### config.mk
export PLATFORM = sky130hd
export DESIGN_NAME = lgge_row_cell
export DESIGN_NICKNAME = d
export VERILOG_FILES = /design/src/rtl/lgge_pkg.sv /design/src/rtl/lgge_row_cell.sv
export SDC_FILE = /design/constraint.sdc
export NUM_CORES = 1
export LEC_CHECK = 0
export ABC_CLOCK_PERIOD_IN_PS = 2100
export BUFFER_PORTS_ARGS = -buffer_cell sky130_fd_sc_hd__clkbuf_2
export CORE_ASPECT_RATIO = 1.4
export CORE_UTILIZATION = 35
export DETAILED_ROUTE_END_ITERATION = 12
export PLACE_DENSITY = 0.7
export SYNTH_ARGS = -nofsm -noshare
export SYNTH_HDL_FRONTEND = slang
export SYNTH_SLANG_ARGS = --single-unit
### constraint.sdc
create_clock -name clk -period 2.1 [get_ports clk]
set_input_delay 0.315 -clock clk [delete_from_list [all_inputs] [get_ports clk]]
set_output_delay 0.315 -clock clk [all_outputs]
set_load 0.01 [all_outputs]
### src/rtl/lgge_pkg.sv
// Shared types and constants for the life grid generation engine.
// No dependencies; imported by every lgge module and the top level.
package lgge_pkg;

  localparam int GRID_WIDTH  = 64;
  localparam int GRID_HEIGHT = 64;

  // Fixed request field widths
  localparam int CMD_W   = 2;
  localparam int COORD_W = 6;

  localparam int ROW_IDX_W = $clog2(GRID_HEIGHT);
  localparam int COL_IDX_W = $clog2(GRID_WIDTH);
  // Common width for comparing a request row against the sweep position
  localparam int ROW_CMP_W = (ROW_IDX_W > COORD_W) ? ROW_IDX_W : COORD_W;
  // Count of live neighbors: at most 8
  localparam int NBR_CNT_W = 4;

  localparam logic [NBR_CNT_W-1:0] BIRTH_COUNT   = NBR_CNT_W'(3);
  localparam logic [NBR_CNT_W-1:0] SURVIVE_COUNT = NBR_CNT_W'(2);

  typedef logic [GRID_WIDTH-1:0] row_t;

  typedef enum logic [CMD_W-1:0] {
    CMD_WRITE = 2'd0,
    CMD_STEP  = 2'd1,
    CMD_READ  = 2'd2
  } cmd_t;

  typedef enum logic {
    ST_IDLE,
    ST_SWEEP
  } state_t;

endpackage

### src/rtl/lgge_row_cell.sv
// One row of the grid, held as a link in the rotating row chain.
// Depends on lgge_pkg.
module lgge_row_cell (
  input  logic           clk,
  input  logic           rst_n,
  input  logic           shift_en,
  input  lgge_pkg::row_t row_in,
  output lgge_pkg::row_t row_out
);
  import lgge_pkg::*;

  row_t row_r;
  row_t row_nxt;

  always_comb begin
    row_nxt = shift_en ? row_in : row_r;
  end

  always_ff @(posedge clk) begin
    if (!rst_n) begin
      row_r <= '0;
    end else begin
      row_r <= row_nxt;
    end
  end

  assign row_out = row_r;

endmodule

==> out/summary.txt, run 1 <==
Last weighted congestion value of the routability-driven placer -> 0.653
CTS tree -> done
Count of input and output buffers -> 130
Number of cells produced by synthesis -> 206
Post-route setup slack -> 0.967 ns
Post-CTS setup repair buffer count -> 0
Die Outline Area -> 7350 um^2
Clock network latency to the later pin of the worst-skew pair -> 0.33 ns
Leakage power -> 1.71 nW
CTS Sinks -> 64
Detail-routed via count per cell -> 4.29
Clock-pin slew on the worst setup and hold paths -> 0.08 ns
Transition time at the pin with the least slew margin -> 0.887 ns
Cell depth of the worst flop-to-flop path -> 2
Capturing point of the worst reg2reg path -> row_out[1]$_SDFFE_PN0P_
Synthesis-stage register bit count -> 64
Type of the most critical hold path -> input pin to flip-flop
Max IR drop VDD -> 437 uV
Layout-stage area growth over the synthesis result -> 36.9%
Result of the run -> complete, no violations
Count of routing violations after the opening detailed-route iteration -> 30
Layout cells sized above 1 -> 43.4%
Post-route non-filler standard cell count -> 431
# hold bufs at CTS -> 0
Number of global-route vias before repair -> 1683
Unrepaired setup endpoints after global routing -> false
Die Y -> 101 um
Total of warnings raised by yosys -> 0
Post-CTS Resized -> 0
Critical path arrival -> 0.82 ns
Number of flops mapped to enable cells by yosys -> 0
Distinct cell type count of the synthesized netlist -> 7
DRC Markers -> 0
Number of hold-slack violations in the final timing report -> 0
Sequential cell area fraction in the yosys report -> 52.3%
Residual antenna-violating net count after detailed routing -> 0
Avg Inst Size Synth -> 11.9 um^2
Max-cap violations -> 0
FF-to-FF setup slack -> 1.47 ns
Final-stage net count -> 401
Overflow left after global routing -> 0
Cell at the root of the clock tree -> sky130_fd_sc_hd__clkbuf_8
CP max stage cell -> sky130_fd_sc_hd__dfxtp_1
Minimum setup slack after placement -> 0.742 ns
Worst Path Required -> 1.78 ns
Flip-flop count of the largest register, all copies and words added -> 64
Ys flop type -> sky130_fd_sc_hd__dfxtp_1
Worst reg2reg startpoint -> row_out[1]$_SDFFE_PN0P_
Critical path peak fanout -> 2
Buffers plus inverters on the worst setup path -> 1
Clock tree buffer depth -> 2
Antenna Cells -> 0
Gr usage total -> 13.2%
Horizontal extent of the die -> 72.7 um
Drt pass-1 iters -> 4
Critical Path Sink -> row_out[28]
Critical path, cell by cell -> clkbuf_2
Global-route wire length before repair -> 7.26 mm
Detailed-placement wirelength estimate -> 3.27 mm
Slowest stage delay, CP -> 0.34 ns
Beginning of the critical path -> row_out[28]$_SDFFE_PN0P_
Total Routed Length -> 4.69 mm
Post-synthesis async set-or-reset flop share -> 0%
Post-Synthesis Cell Area -> 2450 um^2
Critical Path Source Type -> flip-flop
Maximum number of pins on one net before global-route repair -> 65
TritonCTS buffer count -> 9
Post-detailed-placement cell area -> 3110 um^2
Pins Over Slew Limit -> 0
Row count -> 35
H-Tree Level Count -> 3
Achievable Freq -> 0.882 GHz
Worst Skew -> 0 ns
Total nets after synthesis -> 273
Starting Density -> 36.8%
CP Capture Type -> output port
Cell type contributing the most total cell area after synthesis -> sky130_fd_sc_hd__dfxtp_1
Cell family with most CP delay -> flip-flops
# setup viols final -> 0
Placed instance count -> 415
Part of the cycle the worst path needs -> 54.0%
Startpoint of the lowest-slack hold path -> row_in[43]
Final TNS setup -> 0 ns
Per-cell routed wire length -> 10.9 um
Post-route cell area -> 3350 um^2
Top post-synthesis cells by count -> sky130_fd_sc_hd__dfxtp_1 (64), sky130_fd_sc_hd__mux2i_1 (64), sky130_fd_sc_hd__nor2b_1 (64), sky130_fd_sc_hd__buf_8 (6), sky130_fd_sc_hd__clkbuf_1 (6)
IO Count -> 131
Core Region -> 6660 um^2
Portion of synthesized cell area occupied by the leading cell type -> 52.3%
Path type of the worst setup path -> flip-flop to output port
Total stage count of the critical path -> 1
Slew margin rel. -> 40.9%
Post-layout minimum cycle time -> 1.13 ns
DR vias -> 1850
Antenna violations before repair -> 0
Top cells by area in the synthesized netlist -> sky130_fd_sc_hd__dfxtp_1 (52%), sky130_fd_sc_hd__mux2i_1 (26%), sky130_fd_sc_hd__nor2b_1 (16%)
PD cells -> 871 nW/um^2
-- worst min path at each step --
stage	endpoint	cells past startpoint
final	row_out[43]$_SDFFE_PN0P_	3
after global routing	row_out[37]$_SDFFE_PN0P_	3
after CTS	row_out[24]$_SDFFE_PN0P_	3
after detailed placement	row_out[19]$_SDFFE_PN0P_	2
after global placement	row_out[58]$_SDFFE_PN0P_	2
after floorplan	row_out[10]$_SDFFE_PN0P_	2
-- routing by layer --
metal  GRT usage, %  vias up  share of wire (%)
li1               -      933                  -
met1           14.2      829                 43
met2           21.6       84                 49
met3           6.40        4                7.7
met4           6.33        0                1.2
met5              0        -                  0
-- per-stage QoR --
stage	hold slack [ns]	util, %	power [W]
floorplan	0.484	-	0.00156
detailed placement	0.502	46.7	0.00170
global placement	0.495	46.7	0.00169
global route	0.220	50.4	0.00307
CTS	0.214	50.4	0.00298
finish	0.236	50.4	0.00292
-- power by group --
part	internal, W	leakage, nW	switching, W	total (W)
combinational	0.000183	1.06	0.000157	0.000341
sequential	0.00129	0.529	0.0000366	0.00132
clock	0.000790	0.119	0.000468	0.00126
-- worst min-delay path, cell delays in order --
cell	delay (ns)
sky130_fd_sc_hd__clkbuf_2	0.08
sky130_fd_sc_hd__mux2i_1	0.05
sky130_fd_sc_hd__nor2b_1	0.09
-- placed cells by master (no fill, tap or decap), drive strengths merged --
cell	count
buf	2
bufinv	3
clkbuf	138
clkinv	3
clkinvlp	1
dfxtp	64
mux2i	64
nor2b	64
-- cell type report --
class                      count  area (um^2)
fill                         638         3300
clock buffer                   9          124
clock inverter                 7          120
multi-input combinational    128         1040
sequential                    64         1280
timing repair buffer         131          673
tap                           92          115
-- logic make-up after synthesis --
logic type / count (synthesis) / synth area share (%)
DFF: 64 / 52.3
and+or+nand+nor: 64 / 16.3
muxes: 64 / 26.1
buffers and inverters: 14 / 5.26
(Power assumes the default switching activity.)
==> run 2: changes to the inputs <==
ABC_CLOCK_PERIOD_IN_PS = 1000   (was 2100)
PLACE_DENSITY = 0.72   (was 0.7)
clock period = 1 ns   (was 2.1 ns; I/O delays follow)
==> out/summary.txt, run 2 (synthesis results as in run 1) <==
DRC Markers -> 0
Clock network latency to the later pin of the worst-skew pair -> 0.32 ns
Drt pass-1 iters -> 4
Count of input and output buffers -> 130
Horizontal extent of the die -> 72.7 um
Critical path, cell by cell -> clkbuf_2
Post-CTS setup repair buffer count -> 0
Row count -> 35
Maximum number of pins on one net before global-route repair -> 65
H-Tree Level Count -> 3
CP max stage cell -> sky130_fd_sc_hd__dfxtp_1
Pins Over Slew Limit -> 0
Cell at the root of the clock tree -> sky130_fd_sc_hd__clkbuf_8
Last weighted congestion value of the routability-driven placer -> 0.720
Post-route cell area -> 3430 um^2
Placed instance count -> 419
Transition time at the pin with the least slew margin -> 0.224 ns
Worst Path Required -> 0.85 ns
Number of global-route vias before repair -> 1829
Tightest hold margin -> 0.0718 ns
Core Region -> 6660 um^2
End-of-flow core utilization -> 51.5%
Achievable Freq -> 1.04 GHz
Cell family with most CP delay -> flip-flops
Post-detailed-placement cell area -> 3180 um^2
Final TNS setup -> 0 ns
CP Capture Type -> output port
Result of the run -> complete, no violations
Starting Density -> 36.8%
Most frequent standard cell in the layout excluding fill and tap cells -> sky130_fd_sc_hd__clkbuf_2
CTS tree -> done
Slowest stage delay, CP -> 0.34 ns
Critical Path Source Type -> flip-flop
Count of routing violations after the opening detailed-route iteration -> 56
Die Y -> 101 um
Post-route non-filler standard cell count -> 435
Layout cells sized above 1 -> 49.9%
Leading cell types in the layout, fill and taps excluded -> sky130_fd_sc_hd__clkbuf_2 (121), sky130_fd_sc_hd__mux2i_1 (64), sky130_fd_sc_hd__nor2b_1 (64)
Per-cell routed wire length -> 12.2 um
Flip-flop count of the largest register, all copies and words added -> 64
Clock-pin slew on the worst setup and hold paths -> 0.07 ns
Detail-routed via count per cell -> 4.33
Buffers plus inverters on the worst setup path -> 1
Unrepaired setup endpoints after global routing -> false
Slew margin rel. -> 85.1%
Residual antenna-violating net count after detailed routing -> 0
Post-layout minimum cycle time -> 0.959 ns
Final-stage net count -> 405
Critical path arrival -> 0.81 ns
Global-route wire length before repair -> 7.95 mm
Leakage power -> 1.74 nW
Number of hold-slack violations in the final timing report -> 0
Max IR drop VDD -> 913 uV
Type of the most critical hold path -> input pin to flip-flop
TritonCTS buffer count -> 9
# hold bufs at CTS -> 0
Area taken by flip-flops and latches -> 1310 um^2
Gr usage total -> 14.7%
IO Count -> 131
Max-cap violations -> 0
Critical path peak fanout -> 2
Clock tree buffer depth -> 2
Overflow left after global routing -> 0
Total Routed Length -> 5.30 mm
Path type of the worst setup path -> flip-flop to output port
Layout-stage area growth over the synthesis result -> 39.8%
Worst Skew -> 0 ns
Antenna violations before repair -> 0
CTS Sinks -> 64
PD cells -> 1740 nW/um^2
DR vias -> 1882
# setup viols final -> 0
Detailed-placement wirelength estimate -> 3.88 mm
Part of the cycle the worst path needs -> 95.9%
Footprint of the multi-input gates -> 1040 um^2
Antenna Cells -> 0
Die Outline Area -> 7350 um^2
Number of inserted filler cells in the final layout -> 640
==> run 2: cell types whose count changed in the layout (fill, tap and decap cells not counted), sizes merged <==
cell | previous run | this run
clkinv | 3 | 1
bufinv | 3 | 2
buf | 2 | 14
clkbuf | 138 | 132
clkinvlp | 1 | 2
==> run 2: layout make-up <==
cell class                 count  area share (%)
clock buffer                  11            4.13
tap                           92            3.36
multi-input combinational    128            30.4
timing repair buffer         135            21.6
clock inverter                 5            2.34
sequential                    64            38.2
==> run 2: path summary, 6_finish.rpt <==
kind	startpoint	endpoint	slack, ns	cells after the start
max	row_out[26]$_SDFFE_PN0P_	row_out[26]	0.04	1
max reg2reg	row_out[51]$_SDFFE_PN0P_	row_out[51]$_SDFFE_PN0P_	0.38	2
min reg2reg	row_out[42]$_SDFFE_PN0P_	row_out[42]$_SDFFE_PN0P_	0.51	2
min	row_in[18]	row_out[18]$_SDFFE_PN0P_	0.07	3
==> run 2: stage by stage <==
stage | setup slack (ns) | power [W]
2_1_floorplan | 0.201 | 0.00327
3_3_place_gp | 0.123 | 0.00358
3_5_place_dp | 0.0800 | 0.00361
4_1_cts | 0.00277 | 0.00608
5_1_grt | 0.000100 | 0.00625
6_report | 0.0408 | 0.00597
==> run 2: worst reg2reg max path, stage by stage (launching register included) <==
cell and delay (ns):
sky130_fd_sc_hd__dfxtp_2 0.33, sky130_fd_sc_hd__mux2i_1 0.13, sky130_fd_sc_hd__nor2b_1 0.06
==> run 2: metal layers <==
layer | GRT usage [%] | wire length (um)
met3 | 3.70 | 213
met5 | 0 | 0
met1 | 13.4 | 2070
met2 | 26.4 | 2780
met4 | 12.7 | 239
==> run 2: what timing repair did <==
item	in CTS	in global routing
endpoints found under the setup margin	1	25
cloned	0	0
resized for setup	1	28
pin swaps	0	0
==> run 2: where the power goes <==
part | internal [W] | switching, W | total (W)
Combinational | 0.000409 | 0.000346 | 0.000755
Sequential | 0.00271 | 0.0000757 | 0.00279
Clock | 0.00147 | 0.000962 | 0.00243
Total | 0.00459 | 0.00138 | 0.00597
