<file path="src/rtl/lgge_pkg.sv">
// Shared types and constants for the life grid generation engine.
// No dependencies; imported by every lgge module and the top level.
package lgge_pkg;

  localparam int GRID_WIDTH  = 64;
  localparam int GRID_HEIGHT = 64;

  // Fixed request field widths
  localparam int CMD_W   = 2;
  localparam int COORD_W = 6;

  localparam int ROW_IDX_W = $clog2(GRID_HEIGHT);
  localparam int COL_IDX_W = $clog2(GRID_WIDTH);
  // Common width for comparing a request row against the sweep position
  localparam int ROW_CMP_W = (ROW_IDX_W > COORD_W) ? ROW_IDX_W : COORD_W;
  // Count of live neighbors: at most 8
  localparam int NBR_CNT_W = 4;

  localparam logic [NBR_CNT_W-1:0] BIRTH_COUNT   = NBR_CNT_W'(3);
  localparam logic [NBR_CNT_W-1:0] SURVIVE_COUNT = NBR_CNT_W'(2);

  typedef logic [GRID_WIDTH-1:0] row_t;

  typedef enum logic [CMD_W-1:0] {
    CMD_WRITE = 2'd0,
    CMD_STEP  = 2'd1,
    CMD_READ  = 2'd2
  } cmd_t;

  typedef enum logic {
    ST_IDLE,
    ST_SWEEP
  } state_t;

endpackage

</file>
<file path="src/rtl/lgge_rule.sv">
// B3/S23 rule for one whole row: next row from the rows above, at and below.
// Depends on lgge_pkg. Cells beyond the row edges count as dead.
module lgge_rule (
  input  lgge_pkg::row_t above,
  input  lgge_pkg::row_t center,
  input  lgge_pkg::row_t below,
  output lgge_pkg::row_t next_row
);
  import lgge_pkg::*;

  logic [GRID_WIDTH+1:0] above_pad;
  logic [GRID_WIDTH+1:0] center_pad;
  logic [GRID_WIDTH+1:0] below_pad;

  // Padded bit c+1 is grid column c
  assign above_pad  = {1'b0, above, 1'b0};
  assign center_pad = {1'b0, center, 1'b0};
  assign below_pad  = {1'b0, below, 1'b0};

  for (genvar c = 0; c < GRID_WIDTH; c++) begin : g_col
    logic [NBR_CNT_W-1:0] cnt;
    always_comb begin
      cnt = NBR_CNT_W'(above_pad[c])  + NBR_CNT_W'(above_pad[c+1])
          + NBR_CNT_W'(above_pad[c+2]) + NBR_CNT_W'(center_pad[c])
          + NBR_CNT_W'(center_pad[c+2]) + NBR_CNT_W'(below_pad[c])
          + NBR_CNT_W'(below_pad[c+1])  + NBR_CNT_W'(below_pad[c+2]);
    end
    assign next_row[c] = (cnt == BIRTH_COUNT) || (center[c] && (cnt == SURVIVE_COUNT));
  end

endmodule

</file>
<file path="config.mk">
export PLATFORM = sky130hd
export DESIGN_NAME = lgge_rule
export DESIGN_NICKNAME = d
export VERILOG_FILES = /design/src/rtl/lgge_pkg.sv /design/src/rtl/lgge_rule.sv
export SDC_FILE = /design/constraint.sdc
export NUM_CORES = 1
export LEC_CHECK = 0
export ABC_AREA = 1
export BUFFER_PORTS_ARGS = -buffer_cell sky130_fd_sc_hd__buf_2
export CORE_MARGIN = 1
export CORE_UTILIZATION = 58
export DETAILED_ROUTE_END_ITERATION = 16
export PLACE_DENSITY = 0.91
export SETUP_SLACK_MARGIN = 0.3
export SLEW_MARGIN = 30
export SYNTH_ARGS = -nofsm -noshare
export SYNTH_HDL_FRONTEND = slang
export SYNTH_SLANG_ARGS = --single-unit
</file>
<file path="constraint.sdc">
create_clock -name vclk -period 5.5
set_input_delay 1.1 -clock vclk [all_inputs]
set_output_delay 1.1 -clock vclk [all_outputs]
set_load 0.005 [all_outputs]
</file>
==> impl_metrics.env, run 1 <==
export IMPL_path_buf_inv=4
export IMPL_min_period_ns=5.03
export IMPL_slew_limit_headroom_pct=82.2
export IMPL_clkbuf_count=0
export IMPL_grtUsageTotal_pct=24.5
export IMPL_seq_cells=0
export IMPL_cts_setup_buffers=0
export IMPL_pwr_share_comb_pct=100.0
export IMPL_syn_nets=2079
export IMPL_cpPeakStageDelay_ns=0.57
export IMPL_cts_hold_buf=0
export IMPL_hold_ws_ns=2.54
export IMPL_dr_pass1_iters=4
export IMPL_synth_top_area_share_pct=44.2
export IMPL_crit_type="input port to output port"
export IMPL_ys_top_cells_by_count="inv_1 (629), fa_1 (252), ha_1 (188), nand2_1 (188), nand3_1 (123)"
export IMPL_synth_distinct_cells=8
export IMPL_area_growth_syn_to_layout_pct=14.1
export IMPL_cp_required_ns=4.40
export IMPL_crit_chain="buf_2, inv_1, fa_1, fa_1, fa_1, inv_1, ha_1, fa_1, nand3_1, a21oi_1, buf_2"
export IMPL_setup_viol=0
export IMPL_fin_crit_sh_pct=91.5
export IMPL_tightestPinTransition_ns=0.264
export IMPL_drt_initial_drc_count=203
export IMPL_synthesis_instances=1447
export IMPL_grt_pass1_wl_um=41200
export IMPL_antennaDiodeCount=0
export IMPL_min_path_type="input port to output port"
export IMPL_status="finished, final reports clean"
export IMPL_vias=9217
export IMPL_leakage_uw=0.00819
export IMPL_drt_total_wl_um=23400
export IMPL_drive_above_1_share_pct=15.0
export IMPL_dpl_instance_area_sq_um=13000
export IMPL_seq_area_frac_synth_pct=0
export IMPL_antenna_found_initial=0
export IMPL_crit_slowest_cell="fa_1"
export IMPL_final_seq_area_sq_um=0
export IMPL_gp_congestion=0.851
export IMPL_power_frac_clock_pct=0
export IMPL_synth_most_common_cell="inv_1"
export IMPL_crit_top_cell="fa_1"
export IMPL_rsz0062_at_grt="no"
export IMPL_intPower_uw=1120
export IMPL_yosys_warnings=0
export IMPL_ant_nets=0
export IMPL_vdd_ir_drop_max_uv=119
export IMPL_die_height_um=142
export IMPL_cp_max_fo=2
export IMPL_max_freq_mhz=199
export IMPL_die_x_um=142
export IMPL_fillers=1351
export IMPL_via_per_inst=4.70
export IMPL_fin_nets=2337
export IMPL_worstSetupStartpointType="input port"
export IMPL_hpwl_um=22400
export IMPL_io_pins=256
export IMPL_crit_arrival_ns=3.93
export IMPL_final_setup_worst_slack_ns=0.470
export IMPL_start_util_pct=60.0
export IMPL_timing_max_cap_violations=0
export IMPL_postLayoutCellArea_sq_um=13000
export IMPL_drv_slew=0
export IMPL_coreArea_sq_um=19000
export IMPL_overflow=0
export IMPL_hold_viol_final=0
export IMPL_avgSynthCellArea_sq_um=7.89
export IMPL_grt_max_degree=4
export IMPL_syn_cell_area_sq_um=11400
export IMPL_holdPathStages=4
export IMPL_route_detailed_drc=0
export IMPL_p_sw_uw=1380
export IMPL_rows=50
export IMPL_crit_family="adder cells"
export IMPL_cts_resized=0
export IMPL_wl_per_cell_um=11.9
export IMPL_io_buffers=256
export IMPL_pre_cts_slack_ns=0.448
export IMPL_power_switching_share_pct=55.2
export IMPL_power_uw=2510
export IMPL_synth_top_cell_by_area="fa_1"
export IMPL_ys_top_cells_by_area="fa_1 (44%), inv_1 (21%), ha_1 (21%)"
export IMPL_power_share_sequential_pct=0
export IMPL_die_area_sq_um=20200
export IMPL_cp_end_kind="output port"
export IMPL_path_depth=11
export IMPL_fin_tns_setup_ns=0
export IMPL_grt_pass1_vias=10170
export IMPL_powerDensity_nw_per_um2=193
[layer usage]
metal  vias to the layer above  wire (um)  track usage [%]
met5                         -          0                0
met4                         0        467             5.21
met3                        46       1260             2.59
met2                       263      12100             47.6
met1                      4301       9570             28.8
li1                       4607          -                -
[area by class of cell]
class	count	area, sq um	area share (%)
tap	260	325	2.50
multi-input combinational	818	9050	69.5
inverter	629	2360	18.1
timing repair buffer	256	1280	9.84
[path summary, 6_finish.rpt]
check / startpoint / end / slack (ns)
min: center[63] / next_row[63] / 2.54
max: above[18] / next_row[19] / 0.47
[placed cells by master (no fill, tap or decap)]
cell type,count
a21oi_1,61
nor2_1,4
fa_1,252
o21ai_0,2
inv_1,629
ha_1,188
buf_2,256
nand2_1,188
nand3_1,123
[power by group through the flow]
stage / logic (uW) / registers, uW / clock network [uW]
3_5_place_dp: 2500 / 0 / 0
5_1_grt: 2950 / 0 / 0
2_1_floorplan: 1740 / 0 / 0
6_report: 2510 / 0 / 0
3_3_place_gp: 2300 / 0 / 0
4_1_cts: 2520 / 0 / 0
[logic make-up after synthesis]
kind of cell	Yosys count	synth area share, %
and+or+nand+nor	315	11.7
AOI/OAI and AO/OA	63	2.76
buffers and inverters	629	20.7
adders and majority gates	440	64.8
[metrics by stage]
stage               utilization [%]  instances
CTS                            68.4       1963
detailed placement             68.4       1963
global placement               68.4       1963
finish                         68.4       1963
global route                   68.4       1963
floorplan                         -       1447
No activity file was read; power rests on OpenSTA's default activity.
==> inputs of run 2 (changes only) <==
RECOVER_POWER = 25   (was unset)
==> run 2 against run 1 <==
Utilization is 0.099 points lower. Fmax stayed put. Cell area is 0.14% lower. Largest power group unchanged. Largest cell class unchanged.
==> impl_metrics.env, run 2 (synthesized netlist as in run 1, its figures left out) <==
export IMPL_pre_cts_slack_ns=0.448
export IMPL_layout_cells_most_common="inv_1"
export IMPL_drive_above_1_share_pct=14.2
export IMPL_final_seq_area_sq_um=0
export IMPL_crit_type="input port to output port"
export IMPL_min_period_ns=5.03
export IMPL_crit_arrival_ns=3.93
export IMPL_grt_busiest_layer="met2"
export IMPL_fin_tns_setup_ns=0
export IMPL_use_met2_pct=47.6
export IMPL_route_detailed_drc=0
export IMPL_seq_cells=0
export IMPL_setup_viol=0
export IMPL_slew_limit_headroom_pct=82.2
export IMPL_grt_pass1_vias=10170
export IMPL_leakage_uw=0.00813
export IMPL_die_area_sq_um=20200
export IMPL_final_setup_worst_slack_ns=0.470
export IMPL_cp_startpoint="above[18]"
export IMPL_ant_nets=0
export IMPL_layout_common_cells="inv_1 (629), fa_1 (252), buf_2 (240)"
export IMPL_rsz0062_at_grt="no"
export IMPL_cp_end_kind="output port"
export IMPL_dr_pass1_iters=4
export IMPL_fin_nets=2337
export IMPL_worstSetupStartpointType="input port"
export IMPL_wl_per_cell_um=11.9
export IMPL_grt_use_met1_pct=28.8
export IMPL_use_met3_pct=2.59
export IMPL_crit_slowest_cell="fa_1"
export IMPL_endpoint="next_row[19]"
export IMPL_rows=50
export IMPL_gp_congestion=0.851
export IMPL_io_buffers=256
export IMPL_drv_slew=0
export IMPL_fillers=1361
export IMPL_die_height_um=142
export IMPL_cpPeakStageDelay_ns=0.57
export IMPL_power_uw=2500
export IMPL_hpwl_um=22400
export IMPL_coreArea_sq_um=19000
export IMPL_grt_pass1_wl_um=41200
export IMPL_cp_max_fo=2
export IMPL_io_pins=256
export IMPL_grtUsageTotal_pct=24.5
export IMPL_crit_chain="buf_2, inv_1, fa_1, fa_1, fa_1, inv_1, ha_1, fa_1, nand3_1, a21oi_1, buf_2"
export IMPL_timing_max_cap_violations=0
export IMPL_dpl_instance_area_sq_um=13000
export IMPL_status="finished, final reports clean"
export IMPL_drt_initial_drc_count=199
export IMPL_overflow=0
export IMPL_vdd_ir_drop_max_uv=119
export IMPL_max_freq_mhz=199
export IMPL_postLayoutCellArea_sq_um=13000
export IMPL_drt_total_wl_um=23400
export IMPL_grt_max_degree=4
export IMPL_cts_setup_buffers=0
export IMPL_via_per_inst=4.70
export IMPL_start_util_pct=60.0
export IMPL_antennaDiodeCount=0
export IMPL_cp_required_ns=4.40
export IMPL_min_path_type="input port to output port"
export IMPL_tightestPinTransition_ns=0.265
export IMPL_vias=9221
export IMPL_hold_viol_final=0
export IMPL_area_growth_syn_to_layout_pct=13.9
export IMPL_cts_resized=0
export IMPL_cts_hold_buf=0
export IMPL_fin_crit_sh_pct=91.5
export IMPL_antenna_found_initial=0
export IMPL_clkbuf_count=0
export IMPL_powerDensity_nw_per_um2=192
export IMPL_die_x_um=142
export IMPL_crit_top_cell="fa_1"
run 2: worst min-delay path by stage:
| stage | from | end | slack (ns) | cells after the start |
|---|---|---|---|---|
| 2_1_floorplan | center[0] | next_row[0] | 2.35 | 2 |
| 3_3_place_gp | center[63] | next_row[63] | 2.54 | 4 |
| 3_5_place_dp | center[63] | next_row[63] | 2.54 | 4 |
| 4_1_cts | center[63] | next_row[63] | 2.55 | 4 |
| 5_1_grt | center[63] | next_row[63] | 2.66 | 4 |
| 6_report | center[63] | next_row[63] | 2.55 | 4 |
run 2: cell type report:
class,count,area [sq um],share of cell area (%)
multi-input cells,818,9050,69.6
well taps,260,325,2.50
inverters,629,2360,18.2
repair buffers,256,1260,9.71
run 2: worst max-delay path, delay by kind of cell:
family / cells / cell delay [ns]
AOI/OAI and AO/OA: 1 / 0.16
adders and majority gates: 5 / 2.22
buffers and inverters: 4 / 0.35
and+or+nand+nor: 1 / 0.08
run 2: report_power, final:
group	internal (uW)	total (uW)	switching, uW
sequential	0	0	0
combinational	1110	2500	1390
clock	0	0	0
total	1110	2500	1390
run 2: metrics by stage:
stage	utilization, %	cells	hold slack (ns)
after floorplan	-	1447	2.35
after global placement	68.4	1963	2.54
after detailed placement	68.4	1963	2.54
after CTS	68.4	1963	2.55
after global routing	68.3	1963	2.66
final	68.3	1963	2.55
run 2: layer usage:
layer	part of all wire [%]	vias to the layer above	wire [um]
met5	0	-	0
met4	1.9	0	457
met3	5.3	42	1240
met2	52	259	12100
met1	41	4313	9600
li1	-	4607	-
==> inputs of run 3 (changes only) <==
ABC_AREA = 0   (was 1)
==> run 3 against run 2 <==
Routed wire length down 0.77%. Worst hold slack better by 0.013 ns. Critical endpoint is now next_row[43]. Cell count is 14% lower. First-iteration DRC count increased by 7.0%.
==> impl_metrics.env, run 3 <==
export IMPL_status="finished, final reports clean"
export IMPL_hp_start="center[63]"
export IMPL_slew_limit_headroom_pct=65.9
export IMPL_wl_met2_um=12200
export IMPL_start_util_pct=59.4
export IMPL_pwr_share_comb_pct=100.0
export IMPL_die_height_um=138
export IMPL_rsz0062_at_grt="yes"
export IMPL_rows=49
export IMPL_wl_met1_um=8560
export IMPL_io_buffers=256
export IMPL_hpwl_um=22500
export IMPL_drive_above_1_share_pct=23.1
export IMPL_power_uw=2300
export IMPL_coreArea_sq_um=18000
export IMPL_overflow=0
export IMPL_cp_max_fo=2
export IMPL_ant_nets=0
export IMPL_yosys_warnings=0
export IMPL_syn_nets=1828
export IMPL_power_share_sequential_pct=0
export IMPL_synth_top_cell_by_area="fa_1"
export IMPL_crit_chain="buf_2, inv_1, fa_1, fa_1, fa_1, inv_1, ha_1, fa_1, or2_2, a21oi_1, buf_2"
export IMPL_leakage_uw=0.00722
export IMPL_antenna_found_initial=7
export IMPL_die_area_sq_um=19000
export IMPL_worstSetupStartpointType="input port"
export IMPL_tightestPinTransition_ns=0.498
export IMPL_powerDensity_nw_per_um2=186
export IMPL_hold_end="next_row[63]"
export IMPL_setup_viol=0
export IMPL_vdd_ir_drop_max_uv=120
export IMPL_cp_end_kind="output port"
export IMPL_grtUsageTotal_pct=25.4
export IMPL_io_pins=256
export IMPL_final_seq_area_sq_um=0
export IMPL_power_switching_share_pct=54.0
export IMPL_wl_met3_um=1490
export IMPL_synth_most_common_cell="inv_1"
export IMPL_wl_per_cell_um=13.8
export IMPL_grt_pass1_wl_um=39200
export IMPL_gp_congestion=0.870
export IMPL_area_growth_syn_to_layout_pct=15.3
export IMPL_top_layer="met5"
export IMPL_die_x_um=138
export IMPL_avgSynthCellArea_sq_um=8.96
export IMPL_via_per_inst=5.08
export IMPL_hold_viol_final=0
export IMPL_timing_max_cap_violations=0
export IMPL_fin_tns_setup_ns=0
export IMPL_syn_cell_area_sq_um=10700
export IMPL_fin_nets=2086
export IMPL_min_path_type="input port to output port"
export IMPL_p_sw_uw=1240
export IMPL_vias=8588
export IMPL_dr_pass1_iters=4
export IMPL_crit_type="input port to output port"
export IMPL_fin_crit_sh_pct=92.7
export IMPL_ys_top_cells_by_area="fa_1 (47%), ha_1 (22%), inv_1 (16%)"
export IMPL_cts_hold_buf=0
export IMPL_utilization_pct=68.5
export IMPL_cp_required_ns=4.40
export IMPL_grt_pass1_vias=9389
export IMPL_layout_cells_most_common="inv_1"
export IMPL_layout_common_cells="inv_1 (435), fa_1 (242), buf_2 (241)"
export IMPL_holdPathStages=4
export IMPL_multi_input_area_sq_um=9110
export IMPL_drt_total_wl_um=23300
export IMPL_crit_slowest_cell="fa_1"
export IMPL_route_detailed_drc=0
export IMPL_clkbuf_count=0
export IMPL_drv_slew=0
export IMPL_fillers=1318
export IMPL_grt_max_degree=4
export IMPL_crit_arrival_ns=4.00
export IMPL_synth_top_area_share_pct=47.1
export IMPL_max_freq_mhz=196
export IMPL_drt_initial_drc_count=213
export IMPL_synthesis_instances=1196
export IMPL_synth_distinct_cells=12
export IMPL_seq_area_frac_synth_pct=0
export IMPL_seq_cells=0
export IMPL_intPower_uw=1060
export IMPL_power_frac_clock_pct=0
export IMPL_cpPeakStageDelay_ns=0.51
export IMPL_crit_top_cell="fa_1"
export IMPL_min_period_ns=5.10
export IMPL_ys_top_cells_by_count="inv_1 (443), fa_1 (252), ha_1 (188)"
run 3: cell types whose count changed in the layout (fill, tap and decap cells not counted), sizes merged:
cell / previous run / this run
o21ai: 2 / 61
nor2: 4 / 3
nor3b: 0 / 2
a2111oi: 0 / 1
diode: 0 / 8
nand3: 123 / 61
buf: 240 / 241
inv: 629 / 443
a31oi: 0 / 1
or2: 0 / 61
nand2: 188 / 1
clkbuf: 16 / 15
a21oi: 61 / 122
run 3: routing by layer:
| metal | GRT usage (%) | vias to the layer above |
|---|---|---|
| li1 | - | 4126 |
| met1 | 28.6 | 4118 |
| met2 | 47.7 | 264 |
| met3 | 4.39 | 76 |
| met4 | 9.60 | 4 |
| met5 | 0 | - |
run 3: repair_timing:
action,in CTS,in global routing
setup buffers,0,0
setup endpoints to repair,0,17
resized for setup,0,31
run 3: how the worst max path moves through the flow:
stage               startpoint      endpoint  slack, ns  cells past startpoint
finish               above[43]  next_row[43]       0.40                     11
global placement     above[50]  next_row[51]       0.37                     11
global route         above[51]  next_row[51]       0.29                     11
CTS                  above[50]  next_row[51]       0.33                     11
floorplan             above[3]   next_row[4]       0.75                      9
detailed placement   above[50]  next_row[51]       0.33                     11
run 3: per-stage QoR:
| step | instances | instance area [sq um] | setup slack [ns] | hold slack [ns] |
|---|---|---|---|---|
| final | 1689 | 12400 | 0.399 | 2.56 |
| after global placement | 1681 | 12300 | 0.374 | 2.57 |
| after detailed placement | 1681 | 12300 | 0.330 | 2.57 |
| after floorplan | 1196 | 10700 | 0.748 | 2.32 |
| after CTS | 1681 | 12300 | 0.330 | 2.57 |
| after global routing | 1684 | 12300 | 0.295 | 2.60 |
run 3: kinds of logic (layout without fill, tap and decap cells):
family	after synthesis	in the layout	share of synthesized area (%)
buffers and inverters	443	699	15.5
AOI/OAI and AO/OA	185	185	8.75
other	0	8	0
and+or+nand+nor	128	128	6.69
adders and majority gates	440	440	69.0
run 3: layout make-up:
cell class	instances	area share (%)
antenna	8	0.162
inverter	443	13.5
multi-input combinational	753	73.8
tap	229	2.32
timing repair buffer	256	10.3
run 3: power groups by stage:
stage	clock network (uW)	logic, uW	registers (uW)
CTS	0	2300	0
detailed placement	0	2270	0
floorplan	0	1550	0
global placement	0	2090	0
global route	0.0000729	2720	0
finish	0.000195	2300	0
run 3: critical path, delay by kind of cell:
| kind | cells | cell delay (ns) |
|---|---|---|
| buffers and inverters | 4 | 0.43 |
| AND/OR/NAND/NOR | 1 | 0.28 |
| adder cells (fa/ha/maj) | 5 | 2.02 |
| AO/OA/AOI/OAI | 1 | 0.15 |
